$ cat config.mk
export PLATFORM = sky130hd
export DESIGN_NAME = fixed_block_pool_allocator
export DESIGN_NICKNAME = d
export VERILOG_FILES = /design/src/hdl/fbpa_pkg.sv /design/src/hdl/fbpa_ctrl.sv /design/src/hdl/fbpa_dp.sv /design/src/hdl/fixed_block_pool_allocator.sv
export SDC_FILE = /design/constraint.sdc
export NUM_CORES = 2
export LEC_CHECK = 0
export ABC_CLOCK_PERIOD_IN_PS = 14700
export BUFFER_PORTS_ARGS = -buffer_cell sky130_fd_sc_hd__buf_4
export CORE_UTILIZATION = 67
export DETAILED_ROUTE_END_ITERATION = 10
export HOLD_SLACK_MARGIN = 0.15
export MAX_ROUTING_LAYER = met4
export PLACE_DENSITY = 0.85
export SYNTH_ARGS = -nofsm -noshare
export SYNTH_HDL_FRONTEND = slang
export SYNTH_SLANG_ARGS = --single-unit
$ cat constraint.sdc
create_clock -name clk_i -period 14.7 [get_ports clk_i]
set_clock_uncertainty 0.15 [all_clocks]
set_input_delay 1.47 -clock clk_i [delete_from_list [all_inputs] [get_ports clk_i]]
set_output_delay 1.47 -clock clk_i [all_outputs]
set_load 0.02 [all_outputs]
$ cat src/hdl/fbpa_pkg.sv
// Shared types, codes and helper functions for the fixed block pool allocator.
`default_nettype none

package fbpa_pkg;

  localparam int SizeW  = 16;
  localparam int CountW = 9;
  localparam int IdxW   = 8;
  localparam int ReqW   = 32;
  localparam int CmdW   = 2;

  // Command codes carried by an input item.
  localparam logic [CmdW-1:0] CMD_ALLOC = 2'd0;
  localparam logic [CmdW-1:0] CMD_FREE  = 2'd1;
  localparam logic [CmdW-1:0] CMD_RESET = 2'd2;

  // Register indexes on the configuration port.
  localparam logic REG_BLOCK_SIZE  = 1'b0;
  localparam logic REG_BLOCK_COUNT = 1'b1;

  localparam logic [SizeW-1:0]  BLOCK_SIZE_RST  = 16'd64;
  localparam logic [CountW-1:0] BLOCK_COUNT_RST = 9'd256;
  localparam logic [CountW-1:0] FREE_CNT_RST    = 9'd256;
  localparam logic [CountW-1:0] CNT_MAX         = 9'd511;

  typedef enum logic [2:0] {
    ST_OK        = 3'd0,
    ST_TOO_LARGE = 3'd1,
    ST_EMPTY     = 3'd2,
    ST_NULL      = 3'd3,
    ST_NOT_OWNED = 3'd4
  } status_e;

  typedef enum logic {
    FSM_IDLE = 1'b0,
    FSM_EXEC = 1'b1
  } fsm_e;

  typedef struct packed {
    logic capture;  // latch the accepted item
    logic exec;     // commit the item and load the result register
  } dp_cmd_t;

  typedef struct packed {
    logic out_busy; // result register holds an item not yet taken
  } dp_stat_t;

  function automatic logic [CountW-1:0] inc_sat(input logic [CountW-1:0] v);
    inc_sat = (v == CNT_MAX) ? CNT_MAX : v + 9'd1;
  endfunction

  function automatic logic [CountW-1:0] dec_sat(input logic [CountW-1:0] v);
    dec_sat = (v == '0) ? '0 : v - 9'd1;
  endfunction

endpackage

`default_nettype wire

$ cat src/hdl/fbpa_ctrl.sv
// Controller state machine that sequences one allocator item at a time.
`default_nettype none

module fbpa_ctrl (
  input  wire logic             clk_i,
  input  wire logic             rst_ni,
  input  wire logic             in_valid_i,
  output logic                  in_ready_o,
  input  wire fbpa_pkg::dp_stat_t stat_i,
  output fbpa_pkg::dp_cmd_t     cmd_o
);

  fbpa_pkg::fsm_e state_q, state_d;

  always_ff @(posedge clk_i or negedge rst_ni) begin
    if (!rst_ni) begin
      state_q <= fbpa_pkg::FSM_IDLE;
    end else begin
      state_q <= state_d;
    end
  end

  always_comb begin
    state_d = state_q;
    case (state_q)
      fbpa_pkg::FSM_IDLE: begin
        if (in_valid_i) state_d = fbpa_pkg::FSM_EXEC;
      end
      fbpa_pkg::FSM_EXEC: begin
        if (!stat_i.out_busy) state_d = fbpa_pkg::FSM_IDLE;
      end
      default: state_d = fbpa_pkg::FSM_IDLE;
    endcase
  end

  always_comb begin
    in_ready_o    = 1'b0;
    cmd_o.capture = 1'b0;
    cmd_o.exec    = 1'b0;
    case (state_q)
      fbpa_pkg::FSM_IDLE: begin
        in_ready_o    = 1'b1;
        cmd_o.capture = in_valid_i;
      end
      fbpa_pkg::FSM_EXEC: begin
        // Commit only when the result register can take the new item.
        cmd_o.exec = !stat_i.out_busy;
      end
      default: begin
        in_ready_o = 1'b0;
      end
    endcase
  end

endmodule

`default_nettype wire

$ cat src/hdl/fbpa_dp.sv
// Datapath: link memory, free-list head, fresh-block counter, counts and result register.
`default_nettype none

module fbpa_dp #(
  parameter int NUM_BLOCKS = 256
) (
  input  wire logic                          clk_i,
  input  wire logic                          rst_ni,
  input  wire fbpa_pkg::dp_cmd_t             cmd_i,
  output fbpa_pkg::dp_stat_t                 stat_o,
  input  wire logic [fbpa_pkg::SizeW-1:0]    block_size_i,
  input  wire logic [fbpa_pkg::CountW-1:0]   block_count_i,
  input  wire logic [fbpa_pkg::CmdW-1:0]     item_cmd_i,
  input  wire logic [fbpa_pkg::ReqW-1:0]     request_size_i,
  input  wire logic [fbpa_pkg::IdxW-1:0]     block_index_i,
  input  wire logic                          is_null_i,
  output logic                               out_valid_o,
  input  wire logic                          out_ready_i,
  output logic [2:0]                         status_o,
  output logic [fbpa_pkg::IdxW-1:0]          granted_index_o,
  output logic [fbpa_pkg::CountW-1:0]        used_count_o,
  output logic [fbpa_pkg::CountW-1:0]        free_count_o
);

  localparam int MemDepth = (NUM_BLOCKS < 256) ? NUM_BLOCKS : 256;
  localparam int MemAw    = (MemDepth > 1) ? $clog2(MemDepth) : 1;
  localparam logic [fbpa_pkg::CountW-1:0] EFF_MAX = 9'(MemDepth);

  // Item registers.
  logic [fbpa_pkg::CmdW-1:0] item_cmd_q;
  logic [fbpa_pkg::ReqW-1:0] item_req_q;
  logic [fbpa_pkg::IdxW-1:0] item_idx_q;
  logic                      item_null_q;

  // Free-list state.
  logic [fbpa_pkg::IdxW-1:0]   head_q, head_d;
  logic                        head_valid_q, head_valid_d;
  logic [fbpa_pkg::CountW-1:0] fresh_q, fresh_d;
  logic [fbpa_pkg::CountW-1:0] used_q, used_d;
  logic [fbpa_pkg::CountW-1:0] free_q, free_d;

  // Result register.
  logic                        out_valid_q;
  fbpa_pkg::status_e           status_q, status_d;
  logic [fbpa_pkg::IdxW-1:0]   granted_q, granted_d;

  // Link memory: each entry holds the next index and whether it continues the list.
  logic [fbpa_pkg::IdxW:0] link_mem [0:MemDepth-1];
  logic [fbpa_pkg::IdxW:0] rd_q;
  logic                    mem_we;

  logic [fbpa_pkg::CountW-1:0] eff_n;
  logic                        free_ok;

  assign eff_n   = (block_count_i > EFF_MAX) ? EFF_MAX : block_count_i;
  assign free_ok = !item_null_q && ({1'b0, item_idx_q} < eff_n);

  assign stat_o.out_busy = out_valid_q && !out_ready_i;

  always_ff @(posedge clk_i) begin
    if (cmd_i.capture) begin
      item_cmd_q  <= item_cmd_i;
      item_req_q  <= request_size_i;
      item_idx_q  <= block_index_i;
      item_null_q <= is_null_i;
    end
  end

  // The head entry is read every cycle, so the link of the current head is
  // ready by the time the controller commits the next item.
  always_ff @(posedge clk_i) begin
    rd_q <= link_mem[head_q[MemAw-1:0]];
  end

  always_ff @(posedge clk_i) begin
    if (mem_we) begin
      link_mem[item_idx_q[MemAw-1:0]] <= {head_valid_q, head_q};
    end
  end

  always_comb begin
    head_d       = head_q;
    head_valid_d = head_valid_q;
    fresh_d      = fresh_q;
    used_d       = used_q;
    free_d       = free_q;
    status_d     = fbpa_pkg::ST_OK;
    granted_d    = '0;
    mem_we       = 1'b0;
    case (item_cmd_q)
      fbpa_pkg::CMD_ALLOC: begin
        if (item_req_q > {16'd0, block_size_i}) begin
          status_d = fbpa_pkg::ST_TOO_LARGE;
        end else if (head_valid_q && ({1'b0, head_q} < EFF_MAX)) begin
          granted_d    = head_q;
          head_valid_d = rd_q[fbpa_pkg::IdxW];
          head_d       = rd_q[fbpa_pkg::IdxW-1:0];
          used_d       = fbpa_pkg::inc_sat(used_q);
          free_d       = fbpa_pkg::dec_sat(free_q);
        end else if (fresh_q < eff_n) begin
          granted_d = fresh_q[fbpa_pkg::IdxW-1:0];
          fresh_d   = fresh_q + 9'd1;
          used_d    = fbpa_pkg::inc_sat(used_q);
          free_d    = fbpa_pkg::dec_sat(free_q);
        end else begin
          status_d = fbpa_pkg::ST_EMPTY;
        end
      end
      fbpa_pkg::CMD_FREE: begin
        if (item_null_q) begin
          status_d = fbpa_pkg::ST_NULL;
        end else if (!free_ok) begin
          status_d = fbpa_pkg::ST_NOT_OWNED;
        end else begin
          mem_we       = cmd_i.exec;
          head_d       = item_idx_q;
          head_valid_d = 1'b1;
          used_d       = fbpa_pkg::dec_sat(used_q);
          free_d       = fbpa_pkg::inc_sat(free_q);
        end
      end
      fbpa_pkg::CMD_RESET: begin
        head_d       = '0;
        head_valid_d = 1'b0;
        fresh_d      = '0;
        used_d       = '0;
        free_d       = eff_n;
      end
      default: begin
        status_d = fbpa_pkg::ST_OK;
      end
    endcase
  end

  always_ff @(posedge clk_i or negedge rst_ni) begin
    if (!rst_ni) begin
      head_q       <= '0;
      head_valid_q <= 1'b0;
      fresh_q      <= '0;
      used_q       <= '0;
      free_q       <= fbpa_pkg::FREE_CNT_RST;
      out_valid_q  <= 1'b0;
    end else begin
      if (cmd_i.exec) begin
        head_q       <= head_d;
        head_valid_q <= head_valid_d;
        fresh_q      <= fresh_d;
        used_q       <= used_d;
        free_q       <= free_d;
        out_valid_q  <= 1'b1;
      end else if (out_ready_i) begin
        out_valid_q  <= 1'b0;
      end
    end
  end

  always_ff @(posedge clk_i) begin
    if (cmd_i.exec) begin
      status_q  <= status_d;
      granted_q <= granted_d;
    end
  end

  assign out_valid_o     = out_valid_q;
  assign status_o        = status_q;
  assign granted_index_o = granted_q;
  assign used_count_o    = used_q;
  assign free_count_o    = free_q;

  a_exec_slot_free: assert property (@(posedge clk_i) disable iff (!rst_ni)
    cmd_i.exec |-> !(out_valid_q && !out_ready_i))
    else $error("item committed while the result register was still full");

  a_exec_sets_valid: assert property (@(posedge clk_i) disable iff (!rst_ni)
    cmd_i.exec |=> out_valid_q)
    else $error("committed item did not show up in the result register");

  a_no_capture_during_exec: assert property (@(posedge clk_i) disable iff (!rst_ni)
    !(cmd_i.capture && cmd_i.exec))
    else $error("item captured in the same cycle as a commit");

  a_push_sets_head: assert property (@(posedge clk_i) disable iff (!rst_ni)
    (cmd_i.exec && item_cmd_q == fbpa_pkg::CMD_FREE && free_ok)
      |=> (head_valid_q && head_q == $past(item_idx_q)))
    else $error("freed block did not become the list head");

  a_fresh_bounded: assert property (@(posedge clk_i) disable iff (!rst_ni)
    fresh_q <= EFF_MAX)
    else $error("fresh-block counter ran past the pool size");

endmodule

`default_nettype wire

$ cat src/hdl/fixed_block_pool_allocator.sv
// Top level: configuration registers, controller and datapath of the block pool allocator.
// An accepted item is latched in the item registers, then committed to the result register
// once that register is free; a new item is taken only after the commit. The link of the
// list head comes from a registered read of the link memory, in the cycle after acceptance.
// Reset presets the controller, list head, fresh counter, counts and config regs at once.
// The link memory is not cleared; entries are written by a free before a pop reads them.
`default_nettype none

module fixed_block_pool_allocator #(
  parameter int NUM_BLOCKS = 256
) (
  input  wire logic                         clk_i,
  input  wire logic                         rst_ni,
  // Item input channel.
  input  wire logic                         in_valid_i,
  output logic                              in_ready_o,
  input  wire logic [fbpa_pkg::CmdW-1:0]    cmd_i,
  input  wire logic [fbpa_pkg::ReqW-1:0]    request_size_i,
  input  wire logic [fbpa_pkg::IdxW-1:0]    block_index_i,
  input  wire logic                         is_null_i,
  // Result channel.
  output logic                              out_valid_o,
  input  wire logic                         out_ready_i,
  output logic [2:0]                        status_o,
  output logic [fbpa_pkg::IdxW-1:0]         granted_index_o,
  output logic [fbpa_pkg::CountW-1:0]       used_count_o,
  output logic [fbpa_pkg::CountW-1:0]       free_count_o,
  // Configuration port.
  input  wire logic                         psel,
  input  wire logic                         penable,
  input  wire logic                         pwrite,
  input  wire logic [2:0]                   paddr,
  input  wire logic [31:0]                  pwdata,
  output logic [31:0]                       prdata,
  output logic                              pready
);

  logic [fbpa_pkg::SizeW-1:0]  block_size_q;
  logic [fbpa_pkg::CountW-1:0] block_count_q;
  logic                        cfg_we;
  logic                        reg_sel;

  fbpa_pkg::dp_cmd_t  dp_cmd;
  fbpa_pkg::dp_stat_t dp_stat;

  assign pready  = 1'b1;
  assign reg_sel = paddr[2];
  assign cfg_we  = psel && penable && pwrite;

  always_ff @(posedge clk_i or negedge rst_ni) begin
    if (!rst_ni) begin
      block_size_q  <= fbpa_pkg::BLOCK_SIZE_RST;
      block_count_q <= fbpa_pkg::BLOCK_COUNT_RST;
    end else if (cfg_we) begin
      if (reg_sel == fbpa_pkg::REG_BLOCK_SIZE) begin
        block_size_q <= pwdata[fbpa_pkg::SizeW-1:0];
      end else begin
        block_count_q <= pwdata[fbpa_pkg::CountW-1:0];
      end
    end
  end

  always_comb begin
    if (reg_sel == fbpa_pkg::REG_BLOCK_SIZE) begin
      prdata = {16'd0, block_size_q};
    end else begin
      prdata = {23'd0, block_count_q};
    end
  end

  fbpa_ctrl u_ctrl (
    .clk_i      (clk_i),
    .rst_ni     (rst_ni),
    .in_valid_i (in_valid_i),
    .in_ready_o (in_ready_o),
    .stat_i     (dp_stat),
    .cmd_o      (dp_cmd)
  );

  fbpa_dp #(
    .NUM_BLOCKS (NUM_BLOCKS)
  ) u_dp (
    .clk_i           (clk_i),
    .rst_ni          (rst_ni),
    .cmd_i           (dp_cmd),
    .stat_o          (dp_stat),
    .block_size_i    (block_size_q),
    .block_count_i   (block_count_q),
    .item_cmd_i      (cmd_i),
    .request_size_i  (request_size_i),
    .block_index_i   (block_index_i),
    .is_null_i       (is_null_i),
    .out_valid_o     (out_valid_o),
    .out_ready_i     (out_ready_i),
    .status_o        (status_o),
    .granted_index_o (granted_index_o),
    .used_count_o    (used_count_o),
    .free_count_o    (free_count_o)
  );

endmodule

`default_nettype wire

Word-level counts from Yosys, hierarchy flattened
Memories as Yosys holds them, arrays and structs flattened. A register that Yosys moved wholly into a read port is not among the register bits.
Cells that the tools add are included.
{"block": "op_classes", "mux": 53, "n_reduce_logical": 20, "addsub": 5, "bitwise_logic": 3, "eq_ne": 11, "order_cmp": 4}
{"op": "9-bit 2-to-1 mux", "n": 18}
{"op": "9-bit one-hot mux with 3 select lines", "n": 2}
{"op": "8-bit 2-to-1 mux", "n": 6}
{"op": "32-bit by 16-bit greater-than comparator with 1-bit output", "n": 1}
{"op": "9-bit by 1-bit adder with 9-bit output, second input constant", "n": 3}
{"op": "8-bit one-hot mux with 3 select lines", "n": 1}
{"op": "9-bit == test, second input constant", "n": 2}
{"op": "9-bit logical NOT", "n": 2}
{"op": "9-bit one-hot mux with 2 select lines", "n": 1}
{"op": "9-bit by 1-bit subtractor with 9-bit output, second input constant", "n": 2}
{"op": "1-bit 2-to-1 mux", "n": 16}
{"op": "16-bit 2-to-1 mux", "n": 1}
{"op": "3-bit 2-to-1 mux", "n": 4}
{"op": "6-bit AND reduction", "n": 2}
{"op": "5-bit AND reduction", "n": 2}
{"op": "9-bit greater-than comparator, second input constant", "n": 1}
{"op": "8-bit by 9-bit less-than comparator with 1-bit output", "n": 1}
{"op": "9-bit less-than comparator", "n": 1}
{"op": "2-bit by 1-bit inequality test with 1-bit output, second input constant", "n": 3}
{"op": "2-bit inequality test, second input constant", "n": 3}
{"op": "3-bit one-hot mux with 2 select lines", "n": 1}
{"op": "1-bit logical AND", "n": 4}
{"op": "2-bit AND reduction", "n": 2}
{"op": "2-bit nonzero test", "n": 2}
{"op": "other kinds (11)", "n": 15}
{"block": "totals", "memories": 1, "input_bits": 85, "mem_bits_rw": 2304, "reg_bits": 117, "out_inout_bits": 64, "word_cells": 112}
{"name": "u_dp.link_mem", "words": 256, "word_bits": 9, "rd": 1, "rd_clocked_by_memory_dff": 1, "write_ports": 1, "line_no": "fbpa_dp.sv:48", "rtl": "logic [fbpa_pkg::IdxW:0] link_mem [0:MemDepth-1];"}

Longest topological paths before layout
{"block": "depth", "word_depth": 9, "depth_mapped": 13}

Hierarchy
From an unflattened synthesis, not the netlist that was laid out.
{"block": "hier_totals", "cells_unflattened": 4665, "hier_area_um2": 95056.2}
{"mod": "fbpa_dp", "instances": 1, "seq_area_each_um2": 71915.2, "area_each_um2": 93707.4, "cells_per_inst": 4570}
{"mod": "fixed_block_pool_allocator", "instances": 1, "seq_area_each_um2": 628.1, "area_each_um2": 1291.2, "cells_per_inst": 90}
{"mod": "fbpa_ctrl", "instances": 1, "seq_area_each_um2": 25.0, "area_each_um2": 57.6, "cells_per_inst": 5}

Worst setup path before layout
OpenSTA, ideal clock, no wires.
{"block": "synth_path", "path_type": "flip-flop to flip-flop", "startpoint": "reg u_dp.head_q[0] in the netlist's numbering", "endpoint": "reg u_dp.rd_q[5] in the netlist's numbering (read register of u_dp.link_mem)", "n_path_buf": 4, "required_time_ps": 14423, "setup_slack_ps": 8880, "stages_incl_launch_ff": 10, "arrival_time_ps": 5543, "path_cell_list": "dfrtp_1 buf_2 buf_4 buf_2 buf_2 mux4_2 a221oi_1 o22ai_1 nor3_1 nor4_1"}
{"item": "start: declaration", "line_no": "fbpa_dp.sv:36", "rtl": "logic [fbpa_pkg::IdxW-1:0] head_q, head_d;"}
{"item": "start signal: assignment", "line_no": "fbpa_dp.sv:137", "rtl": "head_q <= '0;"}
{"item": "start signal: assignment", "line_no": "fbpa_dp.sv:145", "rtl": "head_q <= head_d;"}
{"item": "end: declaration", "line_no": "fbpa_dp.sv:49", "rtl": "logic [fbpa_pkg::IdxW:0] rd_q;"}

==> impl_metrics.toml <==
[run_status]
outcome = "finished clean"

[global_route]
antenna_found_initial = 8
grt_max_degree = 227
grt_remaining_overflow = 0
grt_usage_pct = 35.9
grt_pass1_wl_mm = 351
grt_pass1_vias = 50200

[clock_network]
path_clk_slew_ns = 0.07
cts_tree = "yes"
hold_buffers = 0
worst_skew_pair.late_latency_ns = 0.90
root_buffer = "clkbuf_16"
clockBufferDepth = 3
cts_resized = 0
post-cts-setup-buffer-count = 0
clock-sinks = 2430
cts_max_level = 4
cts_buffers = 223

[placement]
gp_congestion = 0.908
dp_hpwl_mm = 127
place_area_um2 = 97300
port_buffers = 113

[layout]
fin_area_um2 = 104000
fin_util_pct = 74.7
drive_above_1_share_pct = 22.6
fillers = 6830
area_growth_pct = 10.4
nets = 4886

[floorplanning]
coreArea_um2 = 140000
die_h_um = 378
num_io_pins = 149
initial_core_util_pct = 67.7
row_count = 137
die_area_um2 = 143000
die_x_um = 378

[synth]
ys.flop_type = "edfxtp_1"
synth_area_per_cell_um2 = 20.5
synthMostInstantiatedCell = "edfxtp_1"
synth_top_area_share_pct = 74.8
synthTopCellsByArea = "edfxtp_1 75%, mux4_2 13%, dfrtp_1 1.6%"
syn-instance-count = 4625
synthesis.area_um2 = 94700
synth_common_cells = "2358 x edfxtp_1, 545 x mux4_2, 296 x nor2_1, 158 x clkbuf_1, 121 x a22oi_1"
synth_edf_count = 2358
async_flop_share_pct = 2.59
yosysTopAreaCell = "edfxtp_1"
yosys_warnings = 0
ys_ff_latch = 2430
yosysSeqAreaShare_pct = 76.6
synth_cell_type_count = 65

[detailed_routing]
vias = 51200
first_pass_iters = 9
viasPerCell = 7.48
drc = 0
wl_per_cell_um = 35.8
drt_iter0_drc = 8595
postRouteWirelength_mm = 245
postRouteAntennaNets = 0

[worst_setup_path]
crit_required_ns = 15.24
crit_chain = "buf_4 -> buf_4 -> buf_4 -> mux4_2 -> a221oi_1 -> o22ai_1 -> nor3_1 -> nor4_1"
cp-start-kind = "register"
worstReg2RegStart = "u_dp.head_q[0]"
cp_max_fo = 66
critPathSlowestCell = "dfrtp_4"
crit_type = "register to register"
endpoint_kind = "register"
crit_start = "u_dp.head_q[0]"
max_stage_delay_ns = 0.94
worst_path_most_repeated_cell = "buf_4"
cp.arrival_ns = 6.68
r2r_cells = 8

[timing]
fmax_mhz = 163
slew_headroom_pct = 4.10
timing.setup.tns_ns = 0
timing.hold.ws_ns = 0.353
finalSetupViolCount = 0
timing.final.crit_share_pct = 41.8
finalHoldViolations = 0
tightest_slew_ns = 1.43
rsz0062_at_grt = "false"
maxSlewViolCount = 0
min_period_ns = 6.14

[worst_hold_path]
worstHoldPathType = "register to register"
hold_start = "block_size_q[3]"
min_path_cells = 1

[job]
max_cap_viol_count = 0

[power]
worst_ir_drop_vdd_mv = 0.187
cellPowerDensity_nw_per_um2 = 185
leakage_nw = 32.7
metal layers:
metal  track usage, %  wire [um]
met5                -          0
met4             17.8      14500
met3             8.09      31200
met2             55.1     119000
met1             45.9      81100
registers in the layout, summed over array words and instances, names as in the netlist, 2 cells and up:
register              cells
u_dp.item_idx_q           8
u_dp.status_o             3
u_dp.link_mem          2304
u_dp.free_count_o         9
u_dp.granted_index_o      8
u_dp.used_count_o         9
u_dp.item_req_q          32
block_count_q             9
u_dp.item_cmd_q           2
u_dp.fresh_q              9
block_size_q             16
u_dp.head_q               8
u_dp.rd_q                 9
cell usage in the layout, fill, tap and decap left out, types with 51 or more instances in the layout:
| master | synthesis | layout |
|---|---|---|
| a21oi_1 | 80 | 80 |
| a221oi_1 | 54 | 54 |
| a22oi_1 | 121 | 121 |
| buf_4 | 42 | 174 |
| clkbuf_16 | 0 | 230 |
| dfrtp_1 | 60 | 51 |
| edfxtp_1 | 2358 | 2358 |
| mux2i_1 | 90 | 90 |
| mux4_2 | 545 | 545 |
| nand2_1 | 100 | 96 |
| nor2_1 | 296 | 295 |
| nor3_1 | 58 | 58 |
| o21ai_0 | 63 | 63 |
worst paths after layout:
path / end / slack, ns
max: u_dp.rd_q[5] / 8.56
min: block_size_q[3] / 0.35
max reg2reg: u_dp.rd_q[5] / 8.56
min reg2reg: block_size_q[3] / 0.35
max in group asynchronous: u_dp.head_valid_q / 13.05
min in group asynchronous: block_size_q[13] / 0.58
area by class of cell:
cell class	instances	area (um2)	share of cell area, %
well taps	1876	2350	2.25
inverters	36	135	0.129
clock buffers	281	5980	5.72
flip-flops and latches	2430	72600	69.5
multi-input cells	1889	20800	19.9
clock inverters	135	1160	1.11
diodes	18	45.0	0.0431
repair buffers	181	1440	1.38
critical path: cells and delay by family (launching register included):
kind | cells | cell delay, ns
buffers and inverters | 3 | 2.51
muxes | 1 | 0.68
AOI/OAI and AO/OA | 2 | 0.70
DFF | 1 | 0.94
and+or+nand+nor | 2 | 0.79
kinds of logic (layout without fill, tap and decap cells):
group | Yosys count | count (layout) | share of synthesized area, %
XOR/XNOR | 10 | 10 | 0.0925
buffers and inverters | 321 | 633 | 1.53
other | 2 | 35 | 0.00793
AND/OR/NAND/NOR | 659 | 659 | 3.24
AO/OA/AOI/OAI | 493 | 493 | 3.62
flip-flops | 2430 | 2430 | 76.6
adder cells (fa/ha/maj) | 40 | 40 | 0.529
multiplexers | 670 | 670 | 14.3
through the flow:
| step | worst slack, ns | power, mW | std cells |
|---|---|---|---|
| after CTS | 8.65 | 19.2 | 6827 |
| after global routing | 8.36 | 19.7 | 6840 |
| after global placement | 8.91 | 13.3 | 6411 |
| after detailed placement | 8.81 | 13.5 | 6411 |
| final | 8.56 | 19.3 | 6846 |
| after floorplan | 8.88 | 12.0 | 4640 |
report_power, final:
group / internal (mW) / switching, mW / total (mW) / leakage [nW]
clock network: 3.16 / 2.60 / 5.75 / 3.48
registers: 8.47 / 0.308 / 8.78 / 22.4
logic: 1.70 / 3.10 / 4.81 / 6.88
Note: power is estimated with default switching activity, not from simulation.
